--- src/hw/rtl/chd_pkg.sv ---
package chd_pkg;

  // Fixed field widths of the decoder state.
  localparam int unsigned CODE_W   = 16;
  localparam int unsigned LEN_W    = 5;
  localparam int unsigned FIRST_W  = 17;
  localparam int unsigned OFFS_W   = 9;
  localparam int unsigned COUNT_W  = 9;
  localparam int unsigned SYM_W    = 8;
  localparam int unsigned SYM_AW   = 8;
  localparam int unsigned SYM_DEPTH = 256;
  localparam int unsigned CNT_DEPTH = 16;
  localparam int unsigned CNT_AW   = 4;

  // Request codes carried by an input item.
  localparam logic [1:0] REQ_LEN_WRITE = 2'd0;
  localparam logic [1:0] REQ_SYM_WRITE = 2'd1;
  localparam logic [1:0] REQ_DATA      = 2'd2;
  localparam logic [1:0] REQ_RESTART   = 2'd3;

  // Running state of the code being assembled.
  typedef struct packed {
    logic [CODE_W-1:0]  code;
    logic [LEN_W-1:0]   len;
    logic [FIRST_W-1:0] first;
    logic [OFFS_W-1:0]  offs;
  } code_state_t;

  // Outcome of one bit step.
  typedef struct packed {
    logic              match;
    logic              overflow;
    logic [SYM_AW-1:0] sym_idx;
    code_state_t       state_nxt;
  } step_res_t;

endpackage

--- src/hw/rtl/chd_sym_mem.sv ---
module chd_sym_mem (
  input  logic                      clk,
  input  logic                      wr_en,
  input  logic [chd_pkg::SYM_AW-1:0] wr_addr,
  input  logic [chd_pkg::SYM_W-1:0]  wr_data,
  input  logic                      rd_en,
  input  logic [chd_pkg::SYM_AW-1:0] rd_addr,
  output logic [chd_pkg::SYM_W-1:0]  rd_data
);

  logic [chd_pkg::SYM_W-1:0] mem [chd_pkg::SYM_DEPTH];

  // Single write port, one registered read port.
  always_ff @(posedge clk) begin
    if (wr_en) begin
      mem[wr_addr] <= wr_data;
    end
    if (rd_en) begin
      rd_data <= mem[rd_addr];
    end
  end

endmodule

--- src/hw/rtl/chd_bit_unit.sv ---
module chd_bit_unit #(
  parameter int unsigned MAX_CODE_LEN = 16
) (
  input  chd_pkg::code_state_t        cur,
  input  logic                        bit_in,
  input  logic [chd_pkg::COUNT_W-1:0] count,
  output chd_pkg::step_res_t          res
);

  logic [chd_pkg::CODE_W-1:0]  code_shift;
  logic [chd_pkg::LEN_W-1:0]   len_inc;
  logic [chd_pkg::FIRST_W-1:0] code_ext;
  logic [chd_pkg::FIRST_W-1:0] count_ext;
  logic [chd_pkg::FIRST_W-1:0] diff;
  logic [chd_pkg::FIRST_W-1:0] first_sum;
  logic                        in_range;

  // Shift in the new bit and extend the length.
  assign code_shift = {cur.code[chd_pkg::CODE_W-2:0], bit_in};
  assign len_inc    = cur.len + chd_pkg::LEN_W'(1);
  assign code_ext   = {1'b0, code_shift};
  assign count_ext  = chd_pkg::FIRST_W'(count);

  // Range test against the codes of the current length.
  assign diff      = code_ext - cur.first;
  assign in_range  = (code_ext >= cur.first) && (diff < count_ext);
  assign first_sum = cur.first + count_ext;

  always_comb begin
    res.match    = in_range;
    res.overflow = !in_range && (len_inc >= chd_pkg::LEN_W'(MAX_CODE_LEN));
    res.sym_idx  = cur.offs[chd_pkg::SYM_AW-1:0] + diff[chd_pkg::SYM_AW-1:0];
    if (res.match || res.overflow) begin
      res.state_nxt = '0;
    end else begin
      res.state_nxt.code  = code_shift;
      res.state_nxt.len   = len_inc;
      res.state_nxt.first = {first_sum[chd_pkg::FIRST_W-2:0], 1'b0};
      res.state_nxt.offs  = cur.offs + count;
    end
  end

endmodule

--- src/hw/rtl/canonical_huffman_decoder_core.sv ---
// Canonical Huffman decoder. Table loads (length counts, symbols) and restarts
// are taken in the idle state. A data item is decoded one code bit per cycle,
// unless a stall holds it, by a shared compare and subtract unit: it steps
// through its bits_valid bits (eight at most) and then a final state that hands
// out the last result, and that final state waits while the output register is
// still full; the input stays not ready for that whole time. Each completed code,
// or each code that runs to MAX_CODE_LEN bits without a match, yields one result
// item; its symbol is read into a registered memory read port. A result only
// delays decoding when the output register is still full, a result is already waiting behind it and another is due.
module canonical_huffman_decoder_core #(
  parameter int unsigned MAX_CODE_LEN = 16
) (
  input  logic       clk,
  input  logic       rst_n,
  input  logic       in_valid,
  output logic       in_ready,
  input  logic [1:0] in_req_type,
  input  logic [4:0] in_code_length,
  input  logic [8:0] in_length_count,
  input  logic [7:0] in_symbol_index,
  input  logic [7:0] in_symbol_value,
  input  logic [7:0] in_data_byte,
  input  logic [3:0] in_bits_valid,
  output logic       out_valid,
  input  logic       out_ready,
  output logic [7:0] out_decoded_symbol,
  output logic       out_code_error,
  output logic       out_last
);

  typedef enum logic [1:0] {
    ST_IDLE,
    ST_BITS,
    ST_FLUSH
  } state_t;

  state_t                      state_r, state_nxt;
  chd_pkg::code_state_t        cst_r, cst_nxt;
  logic [7:0]                  shreg_r, shreg_nxt;
  logic [3:0]                  bit_cnt_r, bit_cnt_nxt;
  logic                        pend_valid_r, pend_valid_nxt;
  logic                        pend_err_r, pend_err_nxt;
  logic                        out_valid_r, out_valid_nxt;
  logic [7:0]                  out_sym_r, out_sym_nxt;
  logic                        out_err_r, out_err_nxt;
  logic                        out_last_r, out_last_nxt;
  logic [chd_pkg::COUNT_W-1:0] count_table_r [chd_pkg::CNT_DEPTH];

  logic                        in_fire;
  logic                        out_free;
  logic [chd_pkg::LEN_W-1:0]   len_inc;
  logic [chd_pkg::COUNT_W-1:0] count_sel;
  chd_pkg::step_res_t          res;
  logic                        result_due;
  logic                        step_ok;
  logic                        mem_wr;
  logic                        mem_rd;
  logic [7:0]                  mem_rdata;
  logic [7:0]                  pend_sym;

  assign in_ready = (state_r == ST_IDLE);
  assign in_fire  = in_valid && in_ready;
  assign out_free = !out_valid_r || out_ready;

  // Count for the length reached after this bit; lengths past the table count zero.
  assign len_inc = cst_r.len + chd_pkg::LEN_W'(1);
  always_comb begin
    if (len_inc >= chd_pkg::LEN_W'(1) && len_inc <= chd_pkg::LEN_W'(chd_pkg::CNT_DEPTH)) begin
      count_sel = count_table_r[len_inc[chd_pkg::CNT_AW-1:0] - chd_pkg::CNT_AW'(1)];
    end else begin
      count_sel = '0;
    end
  end

  chd_bit_unit #(
    .MAX_CODE_LEN(MAX_CODE_LEN)
  ) u_bit_unit (
    .cur   (cst_r),
    .bit_in(shreg_r[7]),
    .count (count_sel),
    .res   (res)
  );

  // A bit may step unless it would need to push a waiting result into a full output.
  assign result_due = res.match || res.overflow;
  assign step_ok    = (state_r == ST_BITS) && !(pend_valid_r && result_due && !out_free);
  assign mem_wr     = in_fire && (in_req_type == chd_pkg::REQ_SYM_WRITE);
  assign mem_rd     = step_ok && res.match;

  chd_sym_mem u_sym_mem (
    .clk    (clk),
    .wr_en  (mem_wr),
    .wr_addr(in_symbol_index),
    .wr_data(in_symbol_value),
    .rd_en  (mem_rd),
    .rd_addr(res.sym_idx),
    .rd_data(mem_rdata)
  );

  // The waiting result's symbol sits in the memory read register.
  assign pend_sym = pend_err_r ? 8'd0 : mem_rdata;

  // Sequencer: load, step one bit per cycle unless stalled by a full output, then release the final result.
  always_comb begin
    state_nxt      = state_r;
    cst_nxt        = cst_r;
    shreg_nxt      = shreg_r;
    bit_cnt_nxt    = bit_cnt_r;
    pend_valid_nxt = pend_valid_r;
    pend_err_nxt   = pend_err_r;
    out_valid_nxt  = out_valid_r && !out_ready;
    out_sym_nxt    = out_sym_r;
    out_err_nxt    = out_err_r;
    out_last_nxt   = out_last_r;
    case (state_r)
      ST_IDLE: begin
        if (in_fire) begin
          if (in_req_type == chd_pkg::REQ_RESTART) begin
            cst_nxt = '0;
          end else if (in_req_type == chd_pkg::REQ_DATA) begin
            shreg_nxt   = in_data_byte;
            bit_cnt_nxt = (in_bits_valid > 4'd8) ? 4'd8 : in_bits_valid;
            if (in_bits_valid != 4'd0) begin
              state_nxt = ST_BITS;
            end
          end
        end
      end
      ST_BITS: begin
        if (step_ok) begin
          cst_nxt     = res.state_nxt;
          shreg_nxt   = {shreg_r[6:0], 1'b0};
          bit_cnt_nxt = bit_cnt_r - 4'd1;
          if (result_due) begin
            if (pend_valid_r) begin
              out_valid_nxt = 1'b1;
              out_sym_nxt   = pend_sym;
              out_err_nxt   = pend_err_r;
              out_last_nxt  = 1'b0;
            end
            pend_valid_nxt = 1'b1;
            pend_err_nxt   = res.overflow;
          end
          if (bit_cnt_r == 4'd1) begin
            state_nxt = ST_FLUSH;
          end
        end
      end
      ST_FLUSH: begin
        if (!pend_valid_r) begin
          state_nxt = ST_IDLE;
        end else if (out_free) begin
          out_valid_nxt  = 1'b1;
          out_sym_nxt    = pend_sym;
          out_err_nxt    = pend_err_r;
          out_last_nxt   = 1'b1;
          pend_valid_nxt = 1'b0;
          state_nxt      = ST_IDLE;
        end
      end
      default: begin
        state_nxt = ST_IDLE;
      end
    endcase
  end

  always_ff @(posedge clk) begin
    if (!rst_n) begin
      state_r      <= ST_IDLE;
      cst_r        <= '0;
      bit_cnt_r    <= '0;
      pend_valid_r <= 1'b0;
      out_valid_r  <= 1'b0;
    end else begin
      state_r      <= state_nxt;
      cst_r        <= cst_nxt;
      bit_cnt_r    <= bit_cnt_nxt;
      pend_valid_r <= pend_valid_nxt;
      out_valid_r  <= out_valid_nxt;
    end
    shreg_r    <= shreg_nxt;
    pend_err_r <= pend_err_nxt;
    out_sym_r  <= out_sym_nxt;
    out_err_r  <= out_err_nxt;
    out_last_r <= out_last_nxt;
  end

  // Length count table; writes outside lengths 1 to 16 are dropped.
  always_ff @(posedge clk) begin
    if (!rst_n) begin
      for (int i = 0; i < chd_pkg::CNT_DEPTH; i++) begin
        count_table_r[i] <= '0;
      end
    end else if (in_fire && in_req_type == chd_pkg::REQ_LEN_WRITE &&
                 in_code_length >= 5'd1 &&
                 in_code_length <= 5'(chd_pkg::CNT_DEPTH)) begin
      count_table_r[in_code_length[chd_pkg::CNT_AW-1:0] - chd_pkg::CNT_AW'(1)] <=
        in_length_count;
    end
  end

  assign out_valid          = out_valid_r;
  assign out_decoded_symbol = out_sym_r;
  assign out_code_error     = out_err_r;
  assign out_last           = out_last_r;

  // A new item is never taken while a result of the previous one is held back.
  a_idle_no_pending: assert property (@(posedge clk) disable iff (!rst_n)
    in_ready |-> !pend_valid_r)
    else $error("input ready while a result is still pending");

  // A code in progress is always shorter than the maximum length.
  a_len_bound: assert property (@(posedge clk) disable iff (!rst_n)
    cst_r.len < chd_pkg::LEN_W'(MAX_CODE_LEN))
    else $error("partial code length reached the maximum");

  // While stepping bits there is always at least one bit left.
  a_bits_left: assert property (@(posedge clk) disable iff (!rst_n)
    (state_r == ST_BITS) |-> (bit_cnt_r != 4'd0))
    else $error("bit stepping with no bits left");

  // An error result always carries symbol zero.
  a_err_zero: assert property (@(posedge clk) disable iff (!rst_n)
    (out_valid_r && out_err_r) |-> (out_sym_r == 8'd0))
    else $error("error result with nonzero symbol");

endmodule
--- config.mk ---
export PLATFORM = sky130hd
export DESIGN_NAME = canonical_huffman_decoder_core
export DESIGN_NICKNAME = d
export VERILOG_FILES = /design/src/hw/rtl/chd_pkg.sv /design/src/hw/rtl/chd_sym_mem.sv /design/src/hw/rtl/chd_bit_unit.sv /design/src/hw/rtl/canonical_huffman_decoder_core.sv
export SDC_FILE = /design/constraint.sdc
export NUM_CORES = 2
export LEC_CHECK = 0
export ABC_CLOCK_PERIOD_IN_PS = 6800
export BUFFER_PORTS_ARGS = -buffer_cell sky130_fd_sc_hd__clkbuf_2
export CAP_MARGIN = 40
export CORE_MARGIN = 5
export CORE_UTILIZATION = 63
export DETAILED_ROUTE_END_ITERATION = 12
export PLACE_DENSITY_LB_ADDON = 0.08
export RECOVER_POWER = 100
export REMOVE_ABC_BUFFERS = 1
export SLEW_MARGIN = 0
export SYNTH_ARGS = -nofsm -noshare
export SYNTH_HDL_FRONTEND = slang
export SYNTH_SLANG_ARGS = --single-unit
--- constraint.sdc ---
create_clock -name clk -period 6.8 [get_ports clk]
set_input_delay 0 -clock clk [delete_from_list [all_inputs] [get_ports clk]]
set_output_delay 0 -clock clk [all_outputs]
set_load 0.05 [all_outputs]
After elaboration in Yosys (flattened, before gate mapping). Memory sizes are Yosys's and may differ from the RTL's. A register that Yosys moved wholly into a read port is not among the register bits. Index checks and enable logic that the tools add are counted.

Flip-flop bits (word level): 73. Memory bits (writable): 2192. Input port bits: 48. Output and inout port bits: 12. Word-level logic and storage cells: 146. Memories kept: 2.

Add/sub/neg operators: 8. Order comparisons: 8. Equal/unequal tests: 18. Mux-type cells: 65. Reduce and logical (&&, ||, !) cells: 32.

Memory list: u_sym_mem.mem (words 256, width 8, read ports 1, clocked after memory_dff 1, wr ports 1, line chd_sym_mem.sv:11) `logic [chd_pkg::SYM_W-1:0] mem [chd_pkg::SYM_DEPTH];`; count_table_r (words 16, width 9, read ports 1, clocked after memory_dff 0, wr ports 16, line canonical_huffman_decoder_core.sv:47) `logic [chd_pkg::COUNT_W-1:0] count_table_r [chd_pkg::CNT_DEPTH];`.

Operator list (number): two-way mux 46 bit (4); one-hot mux 46 bit (2 select lines) (1); two-way mux 8 bit (10); one-hot mux 8 bit (2 select lines) (2); two-way mux 1 bit (26); two-way mux 4 bit (6); two-way mux 9 bit (2); greater-or-equal comparator 16 x 17 -> 1 bit (1); < comparator 17 x 9 -> 1 bit (1); subtractor 16 x 17 -> 17 bit (1); adder 16 x 9 -> 16 bit (1); two-way mux 2 bit (8); logical AND 1 bit (13); != test 2 bit, second input constant (6); subtractor 4 x 1 -> 4 bit, second input constant (3); greater-or-equal comparator 5 x 1 -> 1 bit, second input constant (2); <= comparator 5 bit, second input constant (2); != test 2 x 1 -> 1 bit, second input constant (5); adder 9 bit (1); OR reduction 9 bit (1); adder 8 bit (1); one-hot mux 1 bit (2 select lines) (4); one-hot mux 4 bit (2 select lines) (1); AND reduction 7 bit (1); other kinds (17) (28).

Longest topological paths before layout.
Word-level depth: 15. Depth in mapped cells: 24. Depth with buffers taken out: 22.

Hierarchy. A second synthesis with hierarchy kept.

Cells, all modules: 4854. Area total of the unflattened synthesis: 92115.8 µm².

Modules (own cells, without submodules): chd_sym_mem (instances 1, cells an instance 3733, area each 79636.4 µm²); canonical_huffman_decoder_core (instances 1, cells an instance 781, area each 9969.6 µm²); chd_bit_unit (instances 1, cells an instance 340, area each 2509.9 µm²).

Worst setup path after synthesis. OpenSTA, ideal clock, no wires.

Path kind: reg2reg. From: reg cst_r[26] (netlist bit). To: reg out_err_r (netlist: out_code_error) (enable). Arrival: 5346 ps. Path slack: 1064 ps. Cell stages (with the launch flop): 19. Buffers on the path: 3. Period minus slack after synthesis: 5736 ps. Path through: dfxtp_1 inv_1 ha_1 buf_2 buf_1 buf_2 mux4_2 mux2i_1 nand2_1 o211ai_1 ha_1 a21o_1 nand3_1 a21oi_1 or2_2 nor4_1 o2111ai_1 o311a_1 nor3_1.

Cells in the longest elaborated chain, start to end: 15.

RTL lines: from (decl) (line canonical_huffman_decoder_core.sv:38) `chd_pkg::code_state_t cst_r, cst_nxt;`; from (signal assigned) (line canonical_huffman_decoder_core.sv:176) `cst_r <= cst_nxt;`; adder 5 x 1 -> 5 bit * (line chd_bit_unit.sv:20, canonical_huffman_decoder_core.sv:66); subtractor 4 x 1 -> 4 bit (tied with other cells) (line canonical_huffman_decoder_core.sv:69) `count_sel = count_table_r[len_inc[chd_pkg::CNT_AW-1:0] - chd_pkg::CNT_AW'(1)];`; memory (16 x 9 bit) / logical AND 1 bit (equally long branches); two-way mux 9 bit (line canonical_huffman_decoder_core.sv:68) `if (len_inc >= chd_pkg::LEN_W'(1) && len_inc <= chd_pkg::LEN_W'(chd_pkg::CNT_DEPTH)) begin`; < comparator 17 x 9 -> 1 bit (line chd_bit_unit.sv:26) `assign in_range = (code_ext >= cur.first) && (diff < count_ext);`; logical AND 1 bit (line chd_bit_unit.sv:26); zero test 1 bit (line chd_bit_unit.sv:31) `res.overflow = !in_range && (len_inc >= chd_pkg::LEN_W'(MAX_CODE_LEN));`; logical AND 1 bit (line chd_bit_unit.sv:31); logical OR 1 bit * (line canonical_huffman_decoder_core.sv:85) `assign result_due = res.match || res.overflow;`; logical AND 1 bit (2 in a row) (line canonical_huffman_decoder_core.sv:86) `assign step_ok = (state_r == ST_BITS) && !(pend_valid_r && result_due && !out_free);`; zero test 1 bit (line canonical_huffman_decoder_core.sv:86); logical AND 1 bit (line canonical_huffman_decoder_core.sv:86); != test 2 bit (no source line); AND reduction 6 bit (no source line) *; to (signal assigned) (line canonical_huffman_decoder_core.sv:184) `out_err_r <= out_err_nxt;`; to (decl) (line canonical_huffman_decoder_core.sv:45) `logic out_err_r, out_err_nxt;`.

Every way passes the cells marked *; elsewhere a longest branch is shown, timed or not. A chain may end at the register's enable or synchronous reset.

Worst setup path in the final report.
From: reg shreg_r[7]. To: reg u_sym_mem.rd_data[2] (netlist bit) (read register of u_sym_mem.mem) (data pin).

Cells in the longest elaborated chain, start to end: 11.

RTL lines: from (decl) (line canonical_huffman_decoder_core.sv:39) `logic [7:0] shreg_r, shreg_nxt;`; from (signal assigned) (line canonical_huffman_decoder_core.sv:181) `shreg_r <= shreg_nxt;`; subtractor 16 x 17 -> 17 bit (line chd_bit_unit.sv:25) `assign diff = code_ext - cur.first;`; < comparator 17 x 9 -> 1 bit (line chd_bit_unit.sv:26); logical AND 1 bit (line chd_bit_unit.sv:26); zero test 1 bit (line chd_bit_unit.sv:31); logical AND 1 bit (line chd_bit_unit.sv:31); logical OR 1 bit (line canonical_huffman_decoder_core.sv:85); logical AND 1 bit (2 in a row) (line canonical_huffman_decoder_core.sv:86); zero test 1 bit (line canonical_huffman_decoder_core.sv:86); logical AND 1 bit (line canonical_huffman_decoder_core.sv:86); logical AND 1 bit (line canonical_huffman_decoder_core.sv:88) `assign mem_rd = step_ok && res.match;`; to (decl) (line chd_sym_mem.sv:8) `output logic [chd_pkg::SYM_W-1:0] rd_data`.

Several ways; a longest one is shown, not always the timed one.

==> impl_metrics.csv <==
group,metric,value,unit
clocking,clock_path_buffers,3,
synthesis,ys_types,70,
cells_and_area,final_common_cell,"edfxtp_1",
clocking,cts_buffers,218,
route,drt_iter0_markers,4863,
sta,finalHoldViolations,0,
flow_run,maxCapViolations,41,
grt,antenna_found_initial,7,
worst_setup_path,crit_cells,10,
power,power_density,285,nW/um2
sta,tightest_slew,5.36,ns
worst_setup_path,path_class,"reg2reg",
status,status,"complete, but fails checks",
sta,min_period,6.63,ns
synthesis,syn_area,90800,um2
clocking,clk_pin_slew,0.06,ns
synthesis,synthFlopType,"edfxtp_1",
worst_setup_path,slowest_stage,"fa_1",
route,drtPass1Iterations,5,
grt,grt_use_total,0.276,
cells_and_area,drive_above_1_share,0.240,
power,leakagePower,31.5,nW
floorplan,core,143000,um2
worst_setup_path,endpoint_kind,"flop",
synthesis,synth.yosys.warnings,0,
worst_setup_path,critPathMaxFanout,31,
worst_setup_path,cpPeakStageDelay,1.64,ns
worst_setup_path,critical_path.top_delay_family,"multiplexers",
floorplan,io_pins,60,
floorplan,dieArea,152000,um2
cells_and_area,area_growth,11.2,%
floorplan,start_util,0.633,
floorplan,die_w,390,um
status,failed_checks,"max-capacitance violations, max-slew violations",
clocking,cts_sinks,2271,
placement,gp_congestion,0.823,
worst_setup_path,crit_chain,"ha_1 -> fa_1 -> clkbuf_1 -> clkbuf_2 -> mux4_2 -> mux4_2 -> mux2i_1 -> a21oi_1 -> mux2i_1 -> mux2i_1",
cells_and_area,fin_nets,4658,
cells_and_area,fillers,8653,
synthesis,syn_avg_cell_area,21.1,um2
floorplan,die_h,390,um
worst_setup_path,r2r_end,"u_sym_mem.rd_data[2]",
grt,grt.overflow.total,0,
grt,grt_max_degree,122,
sta,relSlewSlack,-2.57,
worst_setup_path,worstReg2RegStart,"shreg_r[7]",
sta,rsz0062_at_grt,"no",
clocking,clock_latency,0.82,ns
sta,fmax,0.151,GHz
synthesis,seq_area_frac_synth,0.745,
sta,skew,0.0292,ns
worst_setup_path,crit_path_end,"u_sym_mem.rd_data[2]",
route,via_per_inst,6.59,
synthesis,netlist_instances,4314,
placement,port_buffers,59,
synthesis,synth_edf_count,2219,
worst_setup_path,r2r_cells,10,
route,routed_wl,207000,um
worst_hold_path,hp-class,"in2reg",
sta,finalMaxSlewViolations,2170,
worst_setup_path,crit_top_cell,"mux2i_1",
grt,grt_pass1_vias,44322,
worst_setup_path,critPathBufInv,2,
worst_setup_path,cp-start-kind,"flop",
clocking,post-cts-setup-buffers,0,
synthesis,ys_async_sr_fraction,0,
sta,finalSetupTns,0,ns
power,vdd_drop_max,292,uV
route,vias,43811,
route,wire_per_inst,31.1,um
placement,dp_hpwl,125000,um
sta,fin_ws,0.167,ns
worst_setup_path,cp.arrival,7.15,ns
clocking,h-tree-depth,4,
cells_and_area,fin_area,101000,um2
worst_setup_path,required,7.32,ns
sta,period_share,0.975,
placement,dp_worst_setup_slack,0.917,ns
worst_setup_path,ff2ff_setup_slack,0.17,ns
clocking,root_buffer,"clkbuf_16",
route,postRouteAntennaNets,0,
worst_setup_path,startpoint,"shreg_r[7]",
sta,setup_viol,0,
floorplan,fp-row-count,139,
grt,grt_pass1_wl,303000,um
synthesis,synth_seq_cells,2271,
clocking,cts_tree,"done",
placement,placed_area,94200,um2
route,drcViolationCount,0,
cells_and_area,final_cell_mix,"2219 x edfxtp_1, 676 x mux4_2, 299 x nor2_1",
## final cells by class
class                   instances  area (um2)  area share
clock buffers                 251        5710      0.0565
repair buffers                249        1880      0.0186
flip-flops and latches       2271       67700       0.670
clock inverters               153        1050      0.0104
multi-input cells            1762       22100       0.219
well taps                    1903        2380      0.0236
inverters                      51         191     0.00190
diodes                          4        10.0   0.0000991
## through the flow
| step | instances | util | total power, mW | hold WS (ns) |
|---|---|---|---|---|
| after floorplan | 4084 | - | 17.7 | 0.0989 |
| after detailed placement | 6163 | 0.657 | 17.6 | 0.315 |
| after global routing | 6640 | 0.704 | 29.7 | 0.0456 |
| after CTS | 6631 | 0.708 | 29.0 | 0.00490 |
| final | 6644 | 0.704 | 28.8 | 0.0713 |
| after global placement | 6128 | 0.652 | 17.5 | 0.312 |
## logic make-up (layout without fill, tap and decap cells)
family          count (synthesis)  after routing  share of synthesized area
buf+inv                       281            704                     0.0122
xor+xnor                       39             39                    0.00376
other cells                     0              4                          0
mux                           759            759                      0.177
fa+ha+maj                      57             57                    0.00818
compound gates                244            244                     0.0185
simple gates                  663            663                     0.0354
flops                        2271           2271                      0.745
## worst min-delay path by stage
stage	slack, ns	depth (start not counted)	endpoint	start
detailed placement	0.31	2	shreg_r[6]	in_data_byte[6]
global route	0.05	5	out_valid	out_ready
floorplan	0.1	0	u_sym_mem.mem[0][0]	in_symbol_value[0]
global placement	0.31	2	shreg_r[0]	in_data_byte[0]
CTS	0.005	5	out_valid	out_ready
finish	0.07	5	out_valid	out_ready
## cells in the mapped netlist (3+ instances only)
cell / instances / area share
edfxtp_1: 2219 / 0.73
mux4_2: 676 / 0.17
nor2_1: 299 / 0.012
and2_1: 147 / 0.010
clkbuf_1: 139 / 0.0057
nand2_1: 80 / 0.0033
mux2i_1: 68 / 0.0075
a21oi_1: 65 / 0.0036
buf_1: 61 / 0.0025
ha_1: 53 / 0.0073
dfxtp_1: 52 / 0.011
inv_1: 51 / 0.0021
nor2b_1: 51 / 0.0035
a211oi_1: 37 / 0.0031
o21ai_0: 35 / 0.0019
xnor2_1: 28 / 0.0027
buf_2: 26 / 0.0014
a22o_1: 25 / 0.0024
nand3_1: 21 / 0.0012
mux2_2: 15 / 0.0019
a21o_1: 14 / 0.0012
o22ai_1: 13 / 0.00090
o211ai_1: 12 / 0.00099
nor3_1: 11 / 0.00061
xor2_1: 11 / 0.0011
nand2b_1: 7 / 0.00048
and3_1: 6 / 0.00041
nand4_1: 6 / 0.00041
nor3b_1: 6 / 0.00050
o31ai_1: 6 / 0.00050
nor4_1: 5 / 0.00034
fa_1: 4 / 0.00088
o21a_1: 4 / 0.00033
o21bai_1: 4 / 0.00033
or2_2: 4 / 0.00028
or3_1: 4 / 0.00028
a31oi_1: 3 / 0.00021
## sequential cells by signal, indices dropped and copies added (netlist names)
signal / count
bit_cnt_r: 4
count_table_r: 144
cst_r: 44
out_code_error: 1
out_decoded_symbol: 8
out_last: 1
out_valid: 1
pend_err_r: 1
pend_valid_r: 1
shreg_r: 8
state_r: 2
u_sym_mem.mem: 2048
u_sym_mem.rd_data: 8
## what timing repair did
item                                    CTS  global route
endpoints found under the hold margin   860             0
hold buffers                             64             0
gates resized for setup                   0             2
endpoints found under the setup margin    0             1
## report_power, final
part | switching (mW) | internal, mW
Clock | 5.07 | 6.39
Combinational | 1.04 | 0.785
Sequential | 0.0482 | 15.5
Total | 6.16 | 22.6
## worst reg2reg max path, cell delays in order, from the launching register on
cell and delay, ns:
edfxtp_1 0.54, ha_1 0.29, fa_1 1.64, clkbuf_1 0.81
clkbuf_2 0.87, mux4_2 0.43, mux4_2 0.52, mux2i_1 0.54
a21oi_1 0.15, mux2i_1 0.39, mux2i_1 0.17
## layer usage
layer	wire length [um]	share of wire	vias up	track usage
met2	100000	0.48	2000	0.428
met1	81000	0.39	23141	0.398
met3	20600	0.10	299	0.0799
li1	-	-	18363	-
met5	156	0.00076	-	0.00670
met4	4650	0.023	8	0.0677
(Power assumes the default switching activity.)
